### src/jsu_pkg.sv
`timescale 1ns / 1ps

package jsu_pkg;

  localparam logic [7:0] CH_BSLASH = 8'h5C;
  localparam logic [7:0] CH_QUOTE  = 8'h22;
  localparam logic [7:0] CH_SLASH  = 8'h2F;
  localparam logic [7:0] CH_B      = 8'h62;
  localparam logic [7:0] CH_F      = 8'h66;
  localparam logic [7:0] CH_N      = 8'h6E;
  localparam logic [7:0] CH_R      = 8'h72;
  localparam logic [7:0] CH_T      = 8'h74;
  localparam logic [7:0] CH_U      = 8'h75;
  localparam logic [7:0] CH_0      = 8'h30;
  localparam logic [7:0] CH_9      = 8'h39;
  localparam logic [7:0] CH_A      = 8'h61;

  localparam logic [7:0] BYTE_BS   = 8'h08;
  localparam logic [7:0] BYTE_FF   = 8'h0C;
  localparam logic [7:0] BYTE_LF   = 8'h0A;
  localparam logic [7:0] BYTE_CR   = 8'h0D;
  localparam logic [7:0] BYTE_TAB  = 8'h09;

  localparam logic [1:0] HEX_LAST  = 2'd3;

  typedef enum logic [2:0] {
    MODE_NORMAL = 3'b001,
    MODE_ESC    = 3'b010,
    MODE_HEX    = 3'b100
  } mode_t;

  // held[2] of a \u run is never read back: the third digit is the current
  // byte whenever the run is cut short, so two entries are kept.
  typedef struct packed {
    mode_t           mode;
    logic [1:0]      hex_cnt;
    logic [7:0]      hex_val;
    logic [1:0][7:0] held;
  } ustate_t;

  // Up to three results produced by one input item.
  typedef struct packed {
    logic [1:0]      cnt;
    logic [2:0][7:0] bytes;
    logic            vld;
    logic            endf;
  } bundle_t;

  // {hit, mapped byte}
  function automatic logic [8:0] esc_map(input logic [7:0] c);
    logic [8:0] r;
    case (c)
      CH_QUOTE:  r = {1'b1, CH_QUOTE};
      CH_BSLASH: r = {1'b1, CH_BSLASH};
      CH_SLASH:  r = {1'b1, CH_SLASH};
      CH_B:      r = {1'b1, BYTE_BS};
      CH_F:      r = {1'b1, BYTE_FF};
      CH_N:      r = {1'b1, BYTE_LF};
      CH_R:      r = {1'b1, BYTE_CR};
      CH_T:      r = {1'b1, BYTE_TAB};
      default:   r = 9'd0;
    endcase
    return r;
  endfunction

  // acc*16 + digit, kept to 8 bits; anything but 0-9 and a-f counts as zero
  function automatic logic [7:0] fold_hex(input logic [7:0] acc, input logic [7:0] c);
    logic [3:0] d;
    if (c inside {[CH_0:CH_9]}) begin
      d = c[3:0];
    end else if (c inside {[CH_A:CH_F]}) begin
      d = c[3:0] + 4'd9;
    end else begin
      d = 4'd0;
    end
    return {acc[3:0], d};
  endfunction

endpackage

### src/jsu_skid.sv
`timescale 1ns / 1ps

module jsu_skid (
  input  logic       clk,
  input  logic       rst_n,
  input  logic       in_valid,
  output logic       in_ready,
  input  logic [8:0] in_data,
  output logic       out_valid,
  input  logic       out_ready,
  output logic [8:0] out_data
);

  logic       main_v_r;
  logic [8:0] main_d_r;
  logic       skid_v_r;
  logic [8:0] skid_d_r;
  logic       pop;
  logic       push;

  assign in_ready  = !skid_v_r;
  assign out_valid = main_v_r;
  assign out_data  = main_d_r;
  assign pop       = main_v_r && out_ready;
  assign push      = in_valid && !skid_v_r;

  always_ff @(posedge clk) begin
    if (!rst_n) begin
      main_v_r <= 1'b0;
      skid_v_r <= 1'b0;
    end else if (skid_v_r) begin
      if (pop) begin
        main_d_r <= skid_d_r;
        skid_v_r <= 1'b0;
      end
    end else if (push) begin
      if (!main_v_r || pop) begin
        main_d_r <= in_data;
        main_v_r <= 1'b1;
      end else begin
        skid_d_r <= in_data;
        skid_v_r <= 1'b1;
      end
    end else if (pop) begin
      main_v_r <= 1'b0;
    end
  end

endmodule

### src/jsu_decode.sv
`timescale 1ns / 1ps

module jsu_decode (
  input  jsu_pkg::ustate_t st,
  input  logic [7:0]       c,
  input  logic             last,
  output jsu_pkg::ustate_t st_nxt,
  output jsu_pkg::bundle_t res
);
  import jsu_pkg::*;

  logic [8:0]      m_c;
  logic [8:0]      m_h1;
  logic [1:0]      n;
  logic [2:0][7:0] b;

  assign m_c  = esc_map(c);
  assign m_h1 = esc_map(st.held[1]);

  always_comb begin
    st_nxt = st;
    n      = 2'd0;
    b      = '0;
    case (st.mode)
      MODE_ESC: begin
        st_nxt.mode = MODE_NORMAL;
        if (m_c[8]) begin
          b[n] = m_c[7:0];
          n    = n + 2'd1;
        end else if (c == CH_U && !last) begin
          st_nxt.mode    = MODE_HEX;
          st_nxt.hex_cnt = 2'd0;
          st_nxt.hex_val = 8'd0;
        end
      end
      MODE_HEX: begin
        if (st.hex_cnt == HEX_LAST) begin
          b[n]           = fold_hex(st.hex_val, c);
          n              = n + 2'd1;
          st_nxt.mode    = MODE_NORMAL;
          st_nxt.hex_cnt = 2'd0;
          st_nxt.hex_val = 8'd0;
        end else begin
          if (st.hex_cnt == 2'd0) st_nxt.held[0] = c;
          if (st.hex_cnt == 2'd1) st_nxt.held[1] = c;
          st_nxt.hex_val = fold_hex(st.hex_val, c);
          st_nxt.hex_cnt = st.hex_cnt + 2'd1;
          // string cut short: drop \u, decode held digits plus this byte again
          if (last) begin
            if (st.hex_cnt == 2'd0) begin
              b[n] = c;
              n    = n + 2'd1;
            end else if (st.hex_cnt == 2'd1) begin
              if (st.held[0] == CH_BSLASH) begin
                if (m_c[8]) begin
                  b[n] = m_c[7:0];
                  n    = n + 2'd1;
                end
              end else begin
                b[n] = st.held[0];
                n    = n + 2'd1;
                b[n] = c;
                n    = n + 2'd1;
              end
            end else begin
              if (st.held[0] == CH_BSLASH) begin
                if (m_h1[8]) begin
                  b[n] = m_h1[7:0];
                  n    = n + 2'd1;
                end
                b[n] = c;
                n    = n + 2'd1;
              end else begin
                b[n] = st.held[0];
                n    = n + 2'd1;
                if (st.held[1] == CH_BSLASH) begin
                  if (m_c[8]) begin
                    b[n] = m_c[7:0];
                    n    = n + 2'd1;
                  end
                end else begin
                  b[n] = st.held[1];
                  n    = n + 2'd1;
                  b[n] = c;
                  n    = n + 2'd1;
                end
              end
            end
          end
        end
      end
      default: begin
        if (c == CH_BSLASH && !last) begin
          st_nxt.mode = MODE_ESC;
        end else begin
          b[n] = c;
          n    = n + 2'd1;
        end
      end
    endcase

    res.vld  = 1'b1;
    res.endf = last;
    if (last) begin
      // no byte at end of string: bare end marker
      if (n == 2'd0) begin
        n       = 2'd1;
        res.vld = 1'b0;
      end
      st_nxt.mode    = MODE_NORMAL;
      st_nxt.hex_cnt = 2'd0;
      st_nxt.hex_val = 8'd0;
    end
    res.cnt   = n;
    res.bytes = b;
  end

endmodule

### src/json_string_unescape_top.sv
// Accepted items pass the input buffer, then are decoded into the result buffer.
// Throughput: one item per cycle with out_tready high; the k results of an item
// (k up to 3, only when a string ends inside \u) hold the result buffer until sent.
// Reset: synchronous, active low; clears the input buffer, the result buffer and
// the escape state (normal mode, no \u digits pending).
`timescale 1ns / 1ps

module json_string_unescape_top (
  input  logic       clk,
  input  logic       rst_n,
  input  logic       in_tvalid,
  output logic       in_tready,
  input  logic [7:0] in_tdata,   // [7:0] in_byte
  input  logic       in_tlast,
  output logic       out_tvalid,
  input  logic       out_tready,
  output logic [7:0] out_tdata,  // [7:0] out_byte
  output logic       out_tuser,  // [0] out_valid
  output logic       out_tlast
);
  import jsu_pkg::*;

  logic       f_valid;
  logic       f_ready;
  logic [8:0] f_data;
  logic       take;
  logic       out_take;
  logic       drain_done;

  ustate_t    st_r;
  ustate_t    st_nxt;
  bundle_t    dec;
  bundle_t    bun_r;
  logic [1:0] idx_r;

  jsu_skid u_skid (
    .clk       (clk),
    .rst_n     (rst_n),
    .in_valid  (in_tvalid),
    .in_ready  (in_tready),
    .in_data   ({in_tlast, in_tdata}),
    .out_valid (f_valid),
    .out_ready (f_ready),
    .out_data  (f_data)
  );

  jsu_decode u_decode (
    .st     (st_r),
    .c      (f_data[7:0]),
    .last   (f_data[8]),
    .st_nxt (st_nxt),
    .res    (dec)
  );

  assign out_tvalid = (bun_r.cnt != 2'd0);
  assign out_tdata  = bun_r.bytes[idx_r];
  assign out_tuser  = bun_r.vld;
  assign out_tlast  = bun_r.endf && (idx_r == bun_r.cnt - 2'd1);

  assign out_take   = out_tvalid && out_tready;
  assign drain_done = out_take && (idx_r == bun_r.cnt - 2'd1);
  assign f_ready    = (bun_r.cnt == 2'd0) || drain_done;
  assign take       = f_valid && f_ready;

  always_ff @(posedge clk) begin
    if (!rst_n) begin
      st_r.mode    <= MODE_NORMAL;
      st_r.hex_cnt <= 2'd0;
      st_r.hex_val <= 8'd0;
    end else if (take) begin
      st_r <= st_nxt;
    end
  end

  always_ff @(posedge clk) begin
    if (!rst_n) begin
      bun_r.cnt <= 2'd0;
      idx_r     <= 2'd0;
    end else if (take) begin
      bun_r <= dec;
      idx_r <= 2'd0;
    end else if (drain_done) begin
      bun_r.cnt <= 2'd0;
      idx_r     <= 2'd0;
    end else if (out_take) begin
      idx_r <= idx_r + 2'd1;
    end
  end

  a_idx_in_range: assert property (@(posedge clk) disable iff (!rst_n)
    (bun_r.cnt != 2'd0) |-> (idx_r < bun_r.cnt))
    else $error("result index beyond buffered count");

  a_bare_marker: assert property (@(posedge clk) disable iff (!rst_n)
    (out_tvalid && !out_tuser) |-> (out_tlast && bun_r.cnt == 2'd1 && out_tdata == 8'd0))
    else $error("bare end marker malformed");

  a_end_clears: assert property (@(posedge clk) disable iff (!rst_n)
    (take && f_data[8]) |=> (st_r.mode == MODE_NORMAL && st_r.hex_cnt == 2'd0
                             && st_r.hex_val == 8'd0))
    else $error("escape state not cleared at end of string");

  a_one_result: assert property (@(posedge clk) disable iff (!rst_n)
    (take && st_r.mode != MODE_HEX) |=> (bun_r.cnt == 2'd0 || bun_r.cnt == 2'd1))
    else $error("multi-result bundle outside a \\u run");

endmodule
### config.mk
export PLATFORM = sky130hd
export DESIGN_NAME = json_string_unescape_top
export DESIGN_NICKNAME = d
export VERILOG_FILES = /design/src/jsu_pkg.sv /design/src/jsu_skid.sv /design/src/jsu_decode.sv /design/src/json_string_unescape_top.sv
export SDC_FILE = /design/constraint.sdc
export NUM_CORES = 1
export LEC_CHECK = 0
export ABC_CLOCK_PERIOD_IN_PS = 3700
export BUFFER_PORTS_ARGS = -buffer_cell sky130_fd_sc_hd__buf_2
export CORE_UTILIZATION = 35
export DETAILED_ROUTE_END_ITERATION = 12
export PLACE_DENSITY = 0.54
export SETUP_SLACK_MARGIN = 0.02
export SKIP_CTS_REPAIR_TIMING = 1
export SYNTH_ARGS = -nofsm -noshare
export SYNTH_HDL_FRONTEND = slang
export SYNTH_SLANG_ARGS = --single-unit
### constraint.sdc
create_clock -name clk -period 3.7 [get_ports clk]
set_input_delay 0.37 -clock clk [delete_from_list [all_inputs] [get_ports clk]]
set_output_delay 0.37 -clock clk [all_outputs]
set_load 0.05 [all_outputs]
Word-level counts from Yosys, hierarchy flattened:

Cells that the tools add are included.

* latch bits: 0
* ROM bits: 0
* memories: 0
* input port bits: 13
* RAM bits: 0
* output and inout port bits: 12
* flip-flop bits (word level): 75
* logic and storage cells: 168

* div/mod/pow operators: 0
* $mul: 0
* add/sub/neg operators: 5
* equality and inequality tests: 28
* bitwise logic cells: 6
* multiplexer cells: 70
* order comparisons: 7
* shift-type cells: 0
* reductions and logical operators: 36

Operators with widths (number)
* $mux W8: 18
* $pmux W9 S8: 2
* $eq A8 B7 Y1 const B: 14
* $mux W13: 3
* $mux W2: 18
* $mux W9: 4
* $eq A8 B6 Y1 const B: 4
* $bwmux W24: 1
* $mux W24: 1
* $pmux W10 S2: 1
* $bmux W8 S2: 1
* $demux W8 S2: 1
* $mux W16: 1
* $pmux W8 S2: 1
* $reduce_and A4 Y1: 3
* $mux W1: 11
* $logic_and A1 B1 Y1: 10
* $mux W10: 1
* $reduce_and A5 Y1: 2
* $reduce_bool A2 Y1: 5
* $ge A8 B6 Y1 const B: 1
* $ge A8 B7 Y1 const B: 1
* $le A8 B6 Y1 const B: 1
* $le A8 B7 Y1 const B: 1
* other kinds (28): 46

Longest topological paths before layout:

Gate-level depths: netlist of the first run.

* depth after elaboration: 20
* gate-level depth with buffers: 11
* gate-level depth less buffers: 9

Modules after synthesis:

Synthesis of the first run repeated with hierarchy kept, for this count alone.

* cell total of the unflattened synthesis: 541
* area, all modules: 5171.2 sq um

Modules (own cells, without submodules)
* json_string_unescape_top: times used 1, area each 2409.8 sq um, seq. area each 1601.5 sq um, cells an instance 178
* jsu_decode: times used 1, area each 1983.2 sq um, seq. area each 0.0 sq um, cells an instance 321
* jsu_skid: times used 1, area each 778.2 sq um, seq. area each 580.6 sq um, cells an instance 42

Least setup slack after synthesis of the first run:

Ideal clock, no wire load.

* path kind: register to register
* start point: register bun_r[26] in the netlist's numbering
* end point: register st_r[0] in the netlist's numbering (enable)
* arrival: 2374 ps
* clock period less this slack: 2706 ps
* data required time: 3368 ps
* cell stages (with the launch flop): 9
* slack: 994 ps
* path buffers: 0
* cell sequence: dfxtp_1 > inv_1 > ha_1 > xor2_1 > a31oi_1 > nor2b_1 > nand2_1 > inv_1 > and3_1

* cells in the longest elaborated chain, start to end: 6
* elaborated cells between the ends (all ways): 9

Ends and longest elaborated chain
* from (decl): line json_string_unescape_top.sv:33 `bundle_t bun_r;`
* $sub A2 B1 Y2 or $reduce_bool A2 Y1 (tied branches): line json_string_unescape_top.sv:61, json_string_unescape_top.sv:55
* $eq A2 B2 Y1 or $logic_and A1 B1 Y1 (tied branches): line json_string_unescape_top.sv:61, json_string_unescape_top.sv:60
* $logic_and A1 B1 Y1: line json_string_unescape_top.sv:61 `assign drain_done = out_take && (idx_r == bun_r.cnt - 2'd1);`
* $logic_or A1 B1 Y1 (*): line json_string_unescape_top.sv:62 `assign f_ready = (bun_r.cnt == 2'd0) || drain_done;`
* $logic_and A1 B1 Y1 (*): line json_string_unescape_top.sv:63 `assign take = f_valid && f_ready;`
* $reduce_and A5 Y1 (no source line) (*)
* to (signal assigned): line json_string_unescape_top.sv:71 `st_r <= st_nxt;`
* to (decl): line json_string_unescape_top.sv:30 `ustate_t st_r;`

Every way passes the cells marked *; elsewhere a longest branch is shown, timed or not.
A chain may end at the register's enable or synchronous reset.

==> qor.yml, run 1 <==
setup_violations: 0
synth_top_area_frac: 0.418
design_area_um2: 4830
cts_tree: "yes"
firstDrtPassIters: 5
grt_remaining_overflow: 0
pre_cts_slack_ns: 0.621
synth_cells: 432
port-buffer-count: 24
status: "finished clean"
clockBufferDepth: 2
cp-end-kind: "flop"
synth_edf_count: 60
rows: 40
ant_nets: 0
detail_route.wl_per_cell_um: 18.9
drc: 0
dp.final_hpwl_um: 8160
n_antenna_cell: 0
die_x_um: 113
avgSynthCellArea_um2: 9.99
place_area_um2: 4540
path_clk_slew_ns: 0.07
start_util: 0.359
vias_per_cell: 5.82
post-route-period-util: 0.855
routed_wl_um: 11300
criticalPathCategory: "reg -> reg"
multi_input_area_um2: 2000
slew_headroom: 0.353
synthToLayoutAreaGrowth_pct: 11.9
fmax_mhz: 316
gp_congestion: 0.898
cts-root-buf: "clkbuf_16"
layout-drive-gt1-share: 0.149
cts_inserted_buffers: 9
syn-num-nets: 454
worst_pin_slew_ns: 0.946
drv_cap: 0
grt_pass1_wl_um: 18000
seq_area_um2: 2100
worstPathRequired_ns: 3.78
hold_class: "in -> reg"
yosys_warnings: 0
drt_iter0_drc: 231
ios: 25
grtUsageTotal: 0.185
final_hold_viol_count: 0
fp.dieH_um: 113
vdd_drop_max_uv: 258
p_leak_nw: 1.72
arrival_ns: 3.24
async_flop_share: 0
r2r_setup_slack_ns: 0.54
synth-main-ff-cell: "edfxtp_1"
finClkSkew_ns: 0.0116
antenna_found_initial: 0
synth_cell_type_count: 71
nets: 466
htree_levels: 3
fin_ws_ns: 0.538
grt_max_degree: 29
power_per_cell_area_nw_per_um2: 405
finalSetupTns_ns: 0
fillers: 1173
core_area_um2: 12000
clock_latency_ns: 0.34
via_count: 3466
startpoint_type: "flop"
fp.dieArea_um2: 12800
netlist_area_um2: 4310
rsz0062_at_grt: "no"
cts_sinks: 75
fin_crit_ns: 3.16
grt_pass1_vias: 3332
synth.area.top_cells: "edfxtp_1 (42%), dfxtp_1 (7.0%), nand2_1 (3.9%)"
yosysTopAreaCell: "edfxtp_1"
ys_seq_area_frac: 0.487
slew_violations: 0
synth_seq_cells: 75
crit_path_max_fanout: 11
metal layers:
layer,global-route usage,up-vias,part of all wire
li1,-,1651,-
met1,0.250,1674,0.46
met2,0.281,112,0.45
met3,0.0477,29,0.057
met4,0.0754,0,0.032
met5,0,-,0
power by group:
part / switching (mW) / total, mW / internal [mW]
clock network: 0.379 / 0.850 / 0.472
registers: 0.0295 / 0.958 / 0.929
logic: 0.0977 / 0.147 / 0.0489
total: 0.506 / 1.96 / 1.45
metrics by stage:
stage               total power [mW]  cells  hold slack (ns)   util
global placement                1.12    580            0.468  0.378
CTS                             1.98    596            0.206  0.402
global route                    2.03    596            0.201  0.402
finish                          1.96    596            0.212  0.402
detailed placement              1.12    580            0.462  0.378
floorplan                       1.07    432            0.436      -
synth_stat cells (6+ instances only):
cell,instances
edfxtp_1,60
nand2_1,45
o21ai_0,31
nor2_1,28
clkbuf_1,21
inv_1,20
a21oi_1,16
dfxtp_1,15
nand3_1,13
and2_1,12
mux2i_1,10
ha_1,9
mux2_2,9
nand4_1,7
a31oi_1,6
and3_1,6
critical path: stages, from the launching register on:
cell,delay [ns]
edfxtp_1,0.58
inv_1,0.25
ha_1,0.23
nor4bb_1,0.28
nand4_1,0.31
o21ai_0,0.44
o21ai_0,0.24
a222oi_1,0.46
nand2_1,0.10
sequential cells by signal, summed over array words and instances (netlist names):
signal	count
bun_r	27
idx_r	2
out_tuser	1
st_r	25
u_skid.out_data	9
u_skid.out_valid	1
u_skid.skid_d_r	9
u_skid.skid_v_r	1
final timing paths:
kind	start	endpoint	depth (start not counted)
max	u_skid.out_data[1]	bun_r[5]	8
min	in_tdata[3]	u_skid.skid_d_r[3]	1
max reg2reg	u_skid.out_data[1]	bun_r[5]	8
min reg2reg	bun_r[27]	bun_r[27]	2
cell families (layout without fill, tap and decap cells):
family,Yosys count,after routing,share of synthesized area
AND/OR/NAND/NOR,156,156,0.193
buffers and inverters,50,67,0.0481
XOR/XNOR,7,7,0.0142
flip-flops,75,75,0.487
adder cells (fa/ha/maj),9,9,0.0261
multiplexers,19,19,0.0467
AO/OA/AOI/OAI,116,116,0.184
area by class of cell:
| cell class | instances | area share |
|---|---|---|
| clock buffers | 9 | 0.0466 |
| clock inverters | 7 | 0.0135 |
| inverters | 20 | 0.0155 |
| multi-input cells | 307 | 0.415 |
| flip-flops and latches | 75 | 0.435 |
| well taps | 147 | 0.0381 |
| repair buffers | 31 | 0.0358 |
layout by cell type, fill, tap and decap left out, drive strengths merged, types with 5 or more instances in the layout:
cell | Yosys | final
dfxtp | 15 | 15
nor3 | 5 | 5
o21a | 5 | 5
nor2b | 5 | 5
a21oi | 16 | 16
nor2 | 28 | 28
edfxtp | 60 | 60
a31oi | 6 | 6
nand4 | 7 | 7
a21boi | 5 | 5
nand2 | 45 | 45
inv | 20 | 25
mux2i | 10 | 10
buf | 9 | 31
ha | 9 | 9
and3 | 6 | 6
o21ai | 31 | 31
mux2 | 9 | 9
and2 | 12 | 12
nand3 | 13 | 13
clkbuf | 21 | 9
Note: power is estimated with default switching activity, not from simulation.
==> run 2: changes to the inputs <==
- CELL_PAD_IN_SITES_DETAIL_PLACEMENT: default -> 1
- CELL_PAD_IN_SITES_GLOBAL_PLACEMENT: default -> 1
- PLACE_DENSITY: 0.54 -> 0.64
==> qor.yml, run 2 (synthesis gave the netlist of run 1 again) <==
status: "finished clean"
fp.dieH_um: 113
pre_cts_slack_ns: 0.459
synthToLayoutAreaGrowth_pct: 11.9
total_power_mw: 1.97
power_switching_mw: 0.459
regMostFlops: "bun_r"
clock_latency_ns: 0.34
clockPowerShare: 0.439
final_hold_viol_count: 0
vias_per_cell: 5.86
firstDrtPassIters: 5
grtUsageTotal: 0.207
nets: 466
layout_commonest_cell: "edfxtp_1"
core_area_um2: 12000
cp_slowest_cell: "edfxtp_1"
criticalPathCategory: "reg -> reg"
reg2regPathDepth: 8
timing.rr.start: "u_skid.out_data[0]"
internal_power_mw: 1.52
htree_levels: 3
n_antenna_cell: 0
min-delay-start: "in_tdata[1]"
largest_reg_flops: 27
switching_share: 0.232
via_count: 3492
slowest_delay_ns: 0.71
fin_ws_ns: 0.396
fp.dieArea_um2: 12800
gp_congestion: 0.862
reg2reg_to: "out_tuser"
cts_sinks: 75
slew_headroom: 0.345
dp.final_hpwl_um: 9100
p_leak_nw: 1.72
finClkSkew_ns: 0.00602
die_x_um: 113
fin_crit_ns: 3.30
mostFrequentLayoutCells: "edfxtp_1 (60), nand2_1 (45), o21ai_0 (31)"
cts_inserted_buffers: 9
hold_class: "in -> reg"
ios: 25
drv_cap: 0
grt_max_degree: 29
whs_path_depth: 1
cts-root-buf: "clkbuf_16"
design_area_um2: 4830
place_area_um2: 4540
arrival_ns: 3.36
detail_route.wl_per_cell_um: 20.8
crit_path_max_fanout: 13
port-buffer-count: 24
grt_pass1_vias: 3581
critical_path_buf_inv_count: 1
cts_tree: "yes"
worst_pin_slew_ns: 0.958
ant_nets: 0
whs_ns: 0.216
drc: 0
path_delay_family: "simple AND/OR/NAND/NOR gates"
path_clk_slew_ns: 0.06
start_util: 0.359
antenna_found_initial: 0
routed_wl_um: 12400
p_seq_frac: 0.487
worstPathRequired_ns: 3.75
finalSetupTns_ns: 0
fmax_mhz: 303
grt_pass1_wl_um: 19800
combPwrFrac: 0.073
drt_iter0_drc: 254
largestRegisters: "bun_r (27), st_r (25)"
clockBufferDepth: 2
rows: 40
worstPathCellList: "inv_1 > ha_1 > nand2b_1 > a2111o_1 > nand4_1 > or2_2 > o311ai_1 > o2111ai_1"
power_per_cell_area_nw_per_um2: 409
min_to: "u_skid.skid_d_r[1]"
slew_violations: 0
setup_violations: 0
layout-drive-gt1-share: 0.140
r2r_setup_slack_ns: 0.40
rsz0062_at_grt: "no"
post-route-period-util: 0.893
startpoint_type: "flop"
cp-end-kind: "flop"
grt_remaining_overflow: 0
vdd_drop_max_uv: 364
[run 2: how the worst max path moves through the flow]
stage,startpoint,endpoint,cells past startpoint
final,u_skid.out_data[0],out_tuser,8
after global routing,u_skid.out_data[0],out_tuser,8
after CTS,u_skid.out_data[0],st_r[18],9
after detailed placement,u_skid.out_data[0],st_r[18],9
after global placement,u_skid.out_data[0],st_r[18],9
after floorplan,bun_r[26],st_r[0],8
[run 2: final cells by class]
cell class | count | area, um2
clock buffers | 13 | 250
clock inverters | 3 | 38.8
inverters | 20 | 75.1
flip-flops and latches | 75 | 2100
repair buffers | 31 | 173
well taps | 147 | 184
multi-input cells | 307 | 2000
fillers | 1353 | 7180
[run 2: power groups by stage]
stage,Clock [mW],Combinational [mW],Sequential [mW]
after global placement,0,0.142,0.978
after floorplan,0,0.120,0.954
after CTS,0.889,0.146,0.962
after global routing,0.922,0.159,0.965
final,0.867,0.145,0.962
after detailed placement,0,0.145,0.980
[run 2: per-stage QoR]
stage          utilization  std cells
2_1_floorplan            -        432
3_3_place_gp         0.378        580
3_5_place_dp         0.378        580
4_1_cts              0.402        596
5_1_grt              0.402        596
6_report             0.402        596
[run 2: routing by layer]
layer,wire [um],global-route usage
met5,0,0
met3,601,0.0423
met2,5690,0.321
met4,515,0.115
met1,5610,0.271
